--- src/rtl/vsfp_pkg.sv ---
package vsfp_pkg;

   // frame store geometry
   localparam int FRAME_BYTES = 64;
   localparam int ADDR_W      = $clog2(FRAME_BYTES);
   localparam int POS_W       = $clog2(FRAME_BYTES + 1);
   localparam int LEN_W       = 17;

   // frame layout
   localparam logic [7:0]  START_BYTE  = 8'h01;
   localparam logic [15:0] TYPE_HEART  = 16'h0A15;
   localparam logic [15:0] TYPE_BREATH = 16'h0A14;
   localparam logic [15:0] TYPE_DIST   = 16'h0A16;
   localparam int          HEADER_LEN  = 7;
   localparam int          PAYLOAD_AT  = 8;
   localparam int          LEN_HI_AT   = 3;
   localparam int          LEN_LO_AT   = 4;
   localparam int          TYPE_HI_AT  = 5;
   localparam int          TYPE_LO_AT  = 6;
   localparam int          SHORT_SUM   = 4;
   localparam int          LONG_SUM    = 8;
   localparam int          NEED_SHORT  = PAYLOAD_AT + SHORT_SUM + 1;
   localparam int          NEED_LONG   = PAYLOAD_AT + LONG_SUM + 1;
   localparam int          SCAN_LAST   = PAYLOAD_AT + LONG_SUM;
   localparam int          SCAN_W      = $clog2(SCAN_LAST + 2);

   // new-value flag bits and the error-clear bit of the clear mask
   localparam int FLAG_HEART  = 0;
   localparam int FLAG_BREATH = 1;
   localparam int FLAG_DIST   = 2;
   localparam int CLR_ERROR   = 3;

   // register map
   localparam int          CSR_ADDR_W     = 3;
   localparam int          CSR_DATA_W     = 32;
   localparam logic [0:0]  REG_BIG_ENDIAN = 1'b0;

   typedef enum logic [2:0] {
      STAT_TAKEN     = 3'd0,
      STAT_NO_UPDATE = 3'd1,
      STAT_HDR_CKSUM = 3'd2,
      STAT_PAY_CKSUM = 3'd3,
      STAT_TOO_LONG  = 3'd4,
      STAT_UNKNOWN   = 3'd5
   } status_type;

   typedef enum logic [2:0] {
      ERR_NONE     = 3'd0,
      ERR_HEADER   = 3'd1,
      ERR_PAYLOAD  = 3'd2,
      ERR_OVERFLOW = 3'd3,
      ERR_UNKNOWN  = 3'd4
   } err_type;

   typedef enum logic [1:0] {
      ST_IDLE,
      ST_SCAN,
      ST_FINISH,
      ST_EMIT
   } state_type;

endpackage

--- src/rtl/vital_sign_frame_parser.sv ---
// a byte that does not complete a stored frame moves the parser to the emit state, and
// the result beat is registered and offered once the output is free; for the closing
// byte of a frame it first reads back seventeen stored bytes through the single read
// port, then passes the finish state; bytes are taken only in idle, after the beat is loaded
// reset: synchronous, active high; clears frame tracking, stored values, flags, error code
// and the endian register; the frame store keeps its contents and needs no clearing
module vital_sign_frame_parser (
   input  logic                             clock,
   input  logic                             reset,
   // input beats
   input  logic                             req_valid,
   output logic                             req_ready,
   input  logic                             req_byte_valid,
   input  logic [7:0]                       req_rx_byte,
   input  logic [3:0]                       req_clear_mask,
   // result beats
   output logic                             rsp_valid,
   input  logic                             rsp_ready,
   output logic                             rsp_frame_done,
   output logic [2:0]                       rsp_frame_status,
   output logic [2:0]                       rsp_last_error,
   output logic                             rsp_heart_new,
   output logic                             rsp_breath_new,
   output logic                             rsp_distance_new,
   output logic [31:0]                      rsp_heart_bits,
   output logic [31:0]                      rsp_breath_bits,
   output logic [31:0]                      rsp_distance_bits,
   // register port
   input  logic                             csr_psel,
   input  logic                             csr_penable,
   input  logic                             csr_pwrite,
   input  logic [vsfp_pkg::CSR_ADDR_W-1:0]  csr_paddr,
   input  logic [vsfp_pkg::CSR_DATA_W-1:0]  csr_pwdata,
   output logic [vsfp_pkg::CSR_DATA_W-1:0]  csr_prdata,
   output logic                             csr_pready
);
   import vsfp_pkg::*;

   // control state
   state_type         state_ff, state_in;
   logic              big_endian_ff, big_endian_in;
   logic              in_frame_ff, in_frame_in;
   logic [POS_W-1:0]  pos_ff, pos_in;
   logic [LEN_W-1:0]  exp_ff, exp_in;
   logic [2:0]        flags_ff, flags_in;
   err_type           err_ff, err_in;
   logic [31:0]       heart_ff, heart_in;
   logic [31:0]       breath_ff, breath_in;
   logic [31:0]       dist_ff, dist_in;
   logic [SCAN_W-1:0] cnt_ff, cnt_in;
   logic              rsp_valid_ff, rsp_valid_in;

   // payload registers
   logic [7:0]        len_hi_ff, len_hi_in;
   logic [7:0]        len_lo_ff, len_lo_in;
   logic              done_ff, done_in;
   status_type        status_ff, status_in;
   logic [7:0]        hx_ff, hx_in;          // running xor of header bytes
   logic [7:0]        hck_ff, hck_in;        // header checksum byte
   logic [7:0]        t_hi_ff, t_hi_in;
   logic [7:0]        t_lo_ff, t_lo_in;
   logic [7:0]        px4_ff, px4_in;        // xor over a one-word payload
   logic [7:0]        px8_ff, px8_in;        // xor over a two-word payload
   logic [7:0]        ck4_ff, ck4_in;
   logic [7:0]        ck8_ff, ck8_in;
   logic [7:0]        pl_ff [8];
   logic [7:0]        pl_in [8];
   logic              rsp_done_ff;
   status_type        rsp_status_ff;
   err_type           rsp_err_ff;
   logic [2:0]        rsp_flags_ff;
   logic [31:0]       rsp_heart_ff, rsp_breath_ff, rsp_dist_ff;

   // frame store and its ports
   logic [7:0]        store_mem [FRAME_BYTES];
   logic              mem_we;
   logic [ADDR_W-1:0] mem_waddr;
   logic [ADDR_W-1:0] mem_raddr;
   logic [7:0]        rd_data_ff;

   // decode helpers
   logic              accept;
   logic              out_free;
   logic              go_scan;
   logic              csr_write;
   logic [POS_W-1:0]  pos_nx;
   logic [LEN_W-1:0]  exp_nx;
   logic [SCAN_W-1:0] tag;
   logic [15:0]       frame_type;
   logic [31:0]       word0, word1;

   assign accept    = req_valid && req_ready;
   assign out_free  = !rsp_valid_ff || rsp_ready;
   assign csr_write = csr_psel && csr_penable && csr_pwrite && csr_pready;
   assign tag       = cnt_ff - SCAN_W'(1);
   assign frame_type = {t_hi_ff, t_lo_ff};

   // payload words in the configured byte order
   assign word0 = big_endian_ff ? {pl_ff[0], pl_ff[1], pl_ff[2], pl_ff[3]}
                                : {pl_ff[3], pl_ff[2], pl_ff[1], pl_ff[0]};
   assign word1 = big_endian_ff ? {pl_ff[4], pl_ff[5], pl_ff[6], pl_ff[7]}
                                : {pl_ff[7], pl_ff[6], pl_ff[5], pl_ff[4]};

   // register port
   assign csr_pready = 1'b1;
   always_comb begin
      csr_prdata = '0;
      if (csr_paddr[CSR_ADDR_W-1:2] == REG_BIG_ENDIAN) begin
         csr_prdata = CSR_DATA_W'(big_endian_ff);
      end
   end

   always_comb begin
      big_endian_in = big_endian_ff;
      if (csr_write && csr_paddr[CSR_ADDR_W-1:2] == REG_BIG_ENDIAN) begin
         big_endian_in = csr_pwdata[0];
      end
   end

   // next state
   always_comb begin
      state_in = state_ff;
      unique case (state_ff)
         ST_IDLE: begin
            if (req_valid) begin
               state_in = go_scan ? ST_SCAN : ST_EMIT;
            end
         end
         ST_SCAN: begin
            if (cnt_ff == SCAN_W'(SCAN_LAST + 1)) begin
               state_in = ST_FINISH;
            end
         end
         ST_FINISH: state_in = ST_EMIT;
         ST_EMIT: begin
            if (out_free) begin
               state_in = ST_IDLE;
            end
         end
         default: state_in = ST_IDLE;
      endcase
   end

   // state outputs
   always_comb begin
      req_ready = 1'b0;
      mem_raddr = '0;
      unique case (state_ff)
         ST_IDLE:   req_ready = 1'b1;
         ST_SCAN:   mem_raddr = ADDR_W'(cnt_ff);
         ST_FINISH: req_ready = 1'b0;
         ST_EMIT:   req_ready = 1'b0;
         default:   req_ready = 1'b0;
      endcase
   end

   // datapath next values
   always_comb begin
      in_frame_in = in_frame_ff;
      pos_in      = pos_ff;
      exp_in      = exp_ff;
      flags_in    = flags_ff;
      err_in      = err_ff;
      heart_in    = heart_ff;
      breath_in   = breath_ff;
      dist_in     = dist_ff;
      cnt_in      = cnt_ff;
      len_hi_in   = len_hi_ff;
      len_lo_in   = len_lo_ff;
      done_in     = done_ff;
      status_in   = status_ff;
      hx_in       = hx_ff;
      hck_in      = hck_ff;
      t_hi_in     = t_hi_ff;
      t_lo_in     = t_lo_ff;
      px4_in      = px4_ff;
      px8_in      = px8_ff;
      ck4_in      = ck4_ff;
      ck8_in      = ck8_ff;
      pl_in       = pl_ff;
      mem_we      = 1'b0;
      mem_waddr   = '0;
      go_scan     = 1'b0;
      pos_nx      = pos_ff + POS_W'(1);
      exp_nx      = exp_ff;

      if (accept) begin
         flags_in  = flags_ff & ~req_clear_mask[2:0];
         if (req_clear_mask[CLR_ERROR]) begin
            err_in = ERR_NONE;
         end
         done_in   = 1'b0;
         status_in = STAT_TAKEN;
         if (req_byte_valid) begin
            if (!in_frame_ff) begin
               if (req_rx_byte == START_BYTE) begin
                  mem_we      = 1'b1;
                  pos_in      = POS_W'(1);
                  in_frame_in = 1'b1;
                  exp_in      = '0;
               end
            end else if (pos_ff < POS_W'(FRAME_BYTES)) begin
               mem_we    = 1'b1;
               mem_waddr = pos_ff[ADDR_W-1:0];
               pos_in    = pos_nx;
               if (pos_ff == POS_W'(LEN_HI_AT)) begin
                  len_hi_in = req_rx_byte;
               end
               if (pos_ff == POS_W'(LEN_LO_AT)) begin
                  len_lo_in = req_rx_byte;
               end
               if (pos_nx == POS_W'(HEADER_LEN)) begin
                  exp_nx = LEN_W'(PAYLOAD_AT + 1) + {1'b0, len_hi_ff, len_lo_ff};
               end
               exp_in = exp_nx;
               if (pos_nx == POS_W'(HEADER_LEN) && exp_nx > LEN_W'(FRAME_BYTES)) begin
                  // declared longer than the store
                  err_in      = ERR_OVERFLOW;
                  done_in     = 1'b1;
                  status_in   = STAT_TOO_LONG;
                  in_frame_in = 1'b0;
                  pos_in      = '0;
                  exp_in      = '0;
               end else if (exp_nx != '0 && LEN_W'(pos_nx) >= exp_nx) begin
                  // last byte stored, read the frame back
                  go_scan = 1'b1;
                  cnt_in  = '0;
                  hx_in   = '0;
                  px4_in  = '0;
                  px8_in  = '0;
               end
            end else begin
               // store already full
               err_in      = ERR_OVERFLOW;
               done_in     = 1'b1;
               status_in   = STAT_TOO_LONG;
               in_frame_in = 1'b0;
               pos_in      = '0;
               exp_in      = '0;
            end
         end
      end

      if (state_ff == ST_SCAN) begin
         cnt_in = cnt_ff + SCAN_W'(1);
         if (cnt_ff != '0) begin
            if (tag < SCAN_W'(HEADER_LEN)) begin
               hx_in = hx_ff ^ rd_data_ff;
            end
            if (tag == SCAN_W'(HEADER_LEN)) begin
               hck_in = rd_data_ff;
            end
            if (tag == SCAN_W'(TYPE_HI_AT)) begin
               t_hi_in = rd_data_ff;
            end
            if (tag == SCAN_W'(TYPE_LO_AT)) begin
               t_lo_in = rd_data_ff;
            end
            if (tag >= SCAN_W'(PAYLOAD_AT) && tag < SCAN_W'(PAYLOAD_AT + LONG_SUM)) begin
               pl_in[tag[2:0]] = rd_data_ff;
               px8_in          = px8_ff ^ rd_data_ff;
            end
            if (tag >= SCAN_W'(PAYLOAD_AT) && tag < SCAN_W'(PAYLOAD_AT + SHORT_SUM)) begin
               px4_in = px4_ff ^ rd_data_ff;
            end
            if (tag == SCAN_W'(PAYLOAD_AT + SHORT_SUM)) begin
               ck4_in = rd_data_ff;
            end
            if (tag == SCAN_W'(PAYLOAD_AT + LONG_SUM)) begin
               ck8_in = rd_data_ff;
            end
         end
      end

      if (state_ff == ST_FINISH) begin
         done_in     = 1'b1;
         in_frame_in = 1'b0;
         pos_in      = '0;
         exp_in      = '0;
         priority if (~hx_ff != hck_ff) begin
            err_in    = ERR_HEADER;
            status_in = STAT_HDR_CKSUM;
         end else if (frame_type == TYPE_HEART || frame_type == TYPE_BREATH) begin
            if (exp_ff < LEN_W'(NEED_SHORT) || ~px4_ff != ck4_ff) begin
               err_in    = ERR_PAYLOAD;
               status_in = STAT_PAY_CKSUM;
            end else begin
               err_in    = ERR_NONE;
               status_in = STAT_TAKEN;
               if (frame_type == TYPE_HEART) begin
                  heart_in             = word0;
                  flags_in[FLAG_HEART] = 1'b1;
               end else begin
                  breath_in             = word0;
                  flags_in[FLAG_BREATH] = 1'b1;
               end
            end
         end else if (frame_type == TYPE_DIST) begin
            if (exp_ff < LEN_W'(NEED_LONG) || ~px8_ff != ck8_ff) begin
               err_in    = ERR_PAYLOAD;
               status_in = STAT_PAY_CKSUM;
            end else begin
               err_in = ERR_NONE;
               if (word0 == 32'd1) begin
                  status_in           = STAT_TAKEN;
                  dist_in             = word1;
                  flags_in[FLAG_DIST] = 1'b1;
               end else begin
                  // flag word says no target
                  status_in = STAT_NO_UPDATE;
               end
            end
         end else begin
            err_in    = ERR_UNKNOWN;
            status_in = STAT_UNKNOWN;
         end
      end
   end

   always_comb begin
      rsp_valid_in = rsp_valid_ff;
      if (state_ff == ST_EMIT && out_free) begin
         rsp_valid_in = 1'b1;
      end else if (rsp_ready) begin
         rsp_valid_in = 1'b0;
      end
   end

   // control registers
   always_ff @(posedge clock) begin
      if (reset) begin
         state_ff      <= ST_IDLE;
         big_endian_ff <= 1'b0;
         in_frame_ff   <= 1'b0;
         pos_ff        <= '0;
         exp_ff        <= '0;
         flags_ff      <= '0;
         err_ff        <= ERR_NONE;
         heart_ff      <= '0;
         breath_ff     <= '0;
         dist_ff       <= '0;
         cnt_ff        <= '0;
         rsp_valid_ff  <= 1'b0;
      end else begin
         state_ff      <= state_in;
         big_endian_ff <= big_endian_in;
         in_frame_ff   <= in_frame_in;
         pos_ff        <= pos_in;
         exp_ff        <= exp_in;
         flags_ff      <= flags_in;
         err_ff        <= err_in;
         heart_ff      <= heart_in;
         breath_ff     <= breath_in;
         dist_ff       <= dist_in;
         cnt_ff        <= cnt_in;
         rsp_valid_ff  <= rsp_valid_in;
      end
   end

   // payload registers, snapshot of the sticky state taken when the beat is loaded
   always_ff @(posedge clock) begin
      len_hi_ff <= len_hi_in;
      len_lo_ff <= len_lo_in;
      done_ff   <= done_in;
      status_ff <= status_in;
      hx_ff     <= hx_in;
      hck_ff    <= hck_in;
      t_hi_ff   <= t_hi_in;
      t_lo_ff   <= t_lo_in;
      px4_ff    <= px4_in;
      px8_ff    <= px8_in;
      ck4_ff    <= ck4_in;
      ck8_ff    <= ck8_in;
      pl_ff     <= pl_in;
      if (state_ff == ST_EMIT && out_free) begin
         rsp_done_ff   <= done_ff;
         rsp_status_ff <= status_ff;
         rsp_err_ff    <= err_ff;
         rsp_flags_ff  <= flags_ff;
         rsp_heart_ff  <= heart_ff;
         rsp_breath_ff <= breath_ff;
         rsp_dist_ff   <= dist_ff;
      end
   end

   // frame store: one write port, one registered read port
   always_ff @(posedge clock) begin
      if (mem_we) begin
         store_mem[mem_waddr] <= req_rx_byte;
      end
      rd_data_ff <= store_mem[mem_raddr];
   end

   assign rsp_valid         = rsp_valid_ff;
   assign rsp_frame_done    = rsp_done_ff;
   assign rsp_frame_status  = rsp_status_ff;
   assign rsp_last_error    = rsp_err_ff;
   assign rsp_heart_new     = rsp_flags_ff[FLAG_HEART];
   assign rsp_breath_new    = rsp_flags_ff[FLAG_BREATH];
   assign rsp_distance_new  = rsp_flags_ff[FLAG_DIST];
   assign rsp_heart_bits    = rsp_heart_ff;
   assign rsp_breath_bits   = rsp_breath_ff;
   assign rsp_distance_bits = rsp_dist_ff;

   // checks
   a_status_needs_done: assert property (@(posedge clock) disable iff (reset)
      rsp_valid |-> (rsp_frame_done || rsp_frame_status == STAT_TAKEN))
      else $error("status reported without frame end");

   a_pos_in_range: assert property (@(posedge clock) disable iff (reset)
      pos_ff <= POS_W'(FRAME_BYTES))
      else $error("byte position beyond store");

   a_hunt_clean: assert property (@(posedge clock) disable iff (reset)
      !in_frame_ff |-> (pos_ff == '0 && exp_ff == '0))
      else $error("frame tracking left over while hunting");

   a_scan_in_frame: assert property (@(posedge clock) disable iff (reset)
      (state_ff == ST_SCAN) |-> (in_frame_ff && !req_ready))
      else $error("read-back outside a frame");

   a_scan_exit: assert property (@(posedge clock) disable iff (reset)
      (state_ff == ST_SCAN) |=> (state_ff == ST_SCAN || state_ff == ST_FINISH))
      else $error("read-back left early");

endmodule
--- config.mk ---
export PLATFORM = sky130hd
export DESIGN_NAME = vital_sign_frame_parser
export DESIGN_NICKNAME = d
export VERILOG_FILES = /design/src/rtl/vsfp_pkg.sv /design/src/rtl/vital_sign_frame_parser.sv
export SDC_FILE = /design/constraint.sdc
export NUM_CORES = 1
export LEC_CHECK = 0
export BUFFER_PORTS_ARGS = -buffer_cell sky130_fd_sc_hd__buf_4
export CAP_MARGIN = 10
export CORE_ASPECT_RATIO = 2
export CORE_MARGIN = 2
export CORE_UTILIZATION = 53
export DETAILED_ROUTE_END_ITERATION = 10
export PLACE_DENSITY = 0.72
export SLEW_MARGIN = 20
export SYNTH_ARGS = -nofsm -noshare
export SYNTH_HDL_FRONTEND = slang
export SYNTH_SLANG_ARGS = --single-unit
--- constraint.sdc ---
create_clock -name clock -period 6.85 [get_ports clock]
set_input_delay 0.685 -clock clock [delete_from_list [all_inputs] [get_ports clock]]
set_output_delay 0.685 -clock clock [all_outputs]
set_load 0.03 [all_outputs]
==> impl_metrics.toml <==
[outcome]
status = "completed"

[synthesis]
synth-seq-area-share_pct = 70.67
synthesis_stage_register_bit_count = 654
syn_warnings = 0
synthDominantAreaCellType = "sky130_fd_sc_hd__edfxtp_1"
synth_edf_count = 485
netlist.area_leader.share_pct = 57.35
syn-cell-area_um2 = 25390
synth.lib_cells_used.distinct = 73
synth-async-reset-ratio_pct = 0
postSynth.topFlopCell = "sky130_fd_sc_hd__edfxtp_1"
avgSynthCellArea_um2 = 14.48
synthCells = 1754
yosys-top-cells-area = "sky130_fd_sc_hd__edfxtp_1 (57%), sky130_fd_sc_hd__dfxtp_1 (13%), sky130_fd_sc_hd__mux4_2 (4.3%)"

[job]
maxCapViolations = 0

[power_and_ir_drop]
total_power_mw = 9.271
power-per-cell-area_nw_per_um2 = 325.1
irDropWorstVdd_mv = 0.1690
cell_leakage_power_nw = 9.393

[clocking]
cts_htree_levels = 2
cts-resized-gates = 0
cts_tree = "yes"
path_clk_slew_ns = 0.07
cts.repair_timing.setup_buffer_count = 0
clk_tree_root_cell = "sky130_fd_sc_hd__clkbuf_16"
cts_hold_fix_bufs = 0
tritoncts_num_sinks = 654
cts_buffers = 52
clk-insertion-delay-late_ns = 0.60
clock_path_buffers = 3

[layout]
layout_commonest_cell = "sky130_fd_sc_hd__edfxtp_1"
final_layout_size_suffix_gt1_share_pct = 16.16
mostFrequentLayoutCells = "sky130_fd_sc_hd__edfxtp_1 (485), sky130_fd_sc_hd__nor2_1 (235), sky130_fd_sc_hd__dfxtp_1 (167), sky130_fd_sc_hd__buf_4 (143), sky130_fd_sc_hd__nand2_1 (81)"
num_antenna_cells = 0
layout.cells.non_filler = 2532
area_growth_pct = 12.29
layout.nets = 1931

[setup_path]
cp_max_fo = 18
critPathArrivalTime_ns = 4.74
setup.worst_path.class = "flip-flop to flip-flop"
setup.worst_path.start_class = "flip-flop"
critPathCaptureType = "flip-flop"
required_ns = 7.31

[die]
horizontal_die_dimension_um = 158.8
fp-row-count = 113
core_um2 = 47360
effective_utilization_at_floorplan_pct = 53.62
chipHeight_um = 313.6
top_level_ports = 196
dieArea_um2 = 49790

[placed_design]
buffer_ports.inserted = 130
dpl.cell_count = 2436
hpwl_mm = 37.00
gp_routability_congestion = 0.8986

[routing]
dr.first_iter.drc_count = 829
routedWlPerCell_um = 21.17
vias = 14290
drtAntennaViolNets = 0
post-route-drc-count = 0
postRouteWirelength_mm = 53.59
drt-pass1-iter-count = 5
vias_per_cell = 5.645

[sta]
timing.final.crit_share_pct = 62.43
slew_violations = 0
finalSetupViolCount = 0
max-slew-margin-rel_pct = 33.39
fmaxAchievable_mhz = 233.8
final-hold-violation-count = 0
tns_ns = 0
final.min_clock_period_ns = 4.277
skew_ns = 0.02792
setup_repair_after_global_routing_missed_its_margin = "false"
max_slew.worst_pin.slew_ns = 0.9901

[min_path]
hp-class = "input pin to flip-flop"

[global_routing]
antenna_found_initial = 0
grt_max_degree = 75
grt_pass1_vias = 14570
globalRouteTotalUtil_pct = 21.31
overflow = 0
first_pass_grt_wire_length_mm = 81.63
==> power breakdown <==
group,leakage (nW),switching (mW),internal (mW)
clock,0.848,1.34,1.70
combinational,2.76,0.945,0.515
sequential,5.79,0.193,4.58
==> worst paths after layout <==
check	startpoint	end	slack, ns	cells past startpoint
hold reg to reg	status_ff[2]	rsp_frame_status[2]	0.43	0
setup reg to reg	pos_ff[1]	px4_ff[5]	2.57	14
setup / recovery	pos_ff[1]	px4_ff[5]	2.57	14
hold / removal	req_clear_mask[0]	flags_ff[0]	0.36	4
==> cells in the mapped netlist, drive strengths merged (3+ instances only) <==
library cell,number
edfxtp,485
nor2,235
dfxtp,169
nand2,84
a211oi,71
buf,66
mux2i,65
a21oi,63
clkbuf,57
o21ai,50
mux4,48
o22ai,35
o221ai,33
xnor2,32
xor2,29
nand3,27
nor3,25
inv,21
ha,18
nor4,18
and2,13
nand4,11
mux2,8
nand2b,7
nor3b,7
nor4b,6
o211ai,6
or3,6
a21o,5
and3,5
a31oi,4
or2,4
a22oi,3
nor2b,3
o31ai,3
==> logic make-up after synthesis <==
family	synth area share, %
AOI/OAI and AO/OA	7.913
xor gates and xnor gates	2.133
adders and majority gates	0.8869
buffers and inverters	2.838
DFF	70.67
muxes	7.174
other	0.02957
and+or+nand+nor	8.352
==> worst max-delay path, cell delays in order (launching register included) <==
cell,delay (ns)
sky130_fd_sc_hd__dfxtp_1,0.57
sky130_fd_sc_hd__ha_1,0.35
sky130_fd_sc_hd__and3_1,0.34
sky130_fd_sc_hd__nor3_2,0.10
sky130_fd_sc_hd__o31ai_4,0.75
sky130_fd_sc_hd__o21ai_0,0.25
sky130_fd_sc_hd__ha_1,0.32
sky130_fd_sc_hd__nand2b_1,0.10
sky130_fd_sc_hd__a21oi_1,0.08
sky130_fd_sc_hd__a21oi_1,0.14
sky130_fd_sc_hd__nand2_1,0.06
sky130_fd_sc_hd__o221ai_1,0.15
sky130_fd_sc_hd__nand4_4,0.32
sky130_fd_sc_hd__a211oi_4,0.51
sky130_fd_sc_hd__nor2_1,0.10
==> final cells by class <==
type | instances | area (um^2)
clock buffers | 67 | 1420
clock inverters | 29 | 314.1
fillers | 3559 | 18850
inverters | 21 | 78.83
multi-input cells | 986 | 6887
flip-flops and latches | 654 | 17950
well taps | 632 | 790.8
repair buffers | 143 | 1074
==> state kept, by name, indices dropped and copies added, names as in the netlist, 17 cells and up <==
name / flops
rsp_heart_bits: 32
store_mem: 256
pl_ff: 64
dist_ff: 32
breath_ff: 32
rsp_breath_bits: 32
heart_ff: 32
exp_ff: 17
rsp_distance_bits: 32
==> metal layers <==
metal	routed length (um)	GRT usage, %	vias to the layer above
met4	3561	13.34	0
li1	-	-	6772
met2	30470	42.51	453
met1	17550	20.17	6922
met3	2011	2.718	145
met5	0	0	-
==> metrics by stage <==
step                worst slack [ns]  utilization (%)  area [um^2]  hold slack, ns
floorplan                     0.8203                -        25510          0.4003
global placement               2.640            56.51        26770          0.4050
detailed placement             2.610            56.52        26770          0.4063
CTS                            2.614            60.18        28510          0.3323
global route                   2.265            60.21        28520          0.3630
finish                         2.573            60.21        28520          0.3578
No activity file was read; power rests on OpenSTA's default activity.
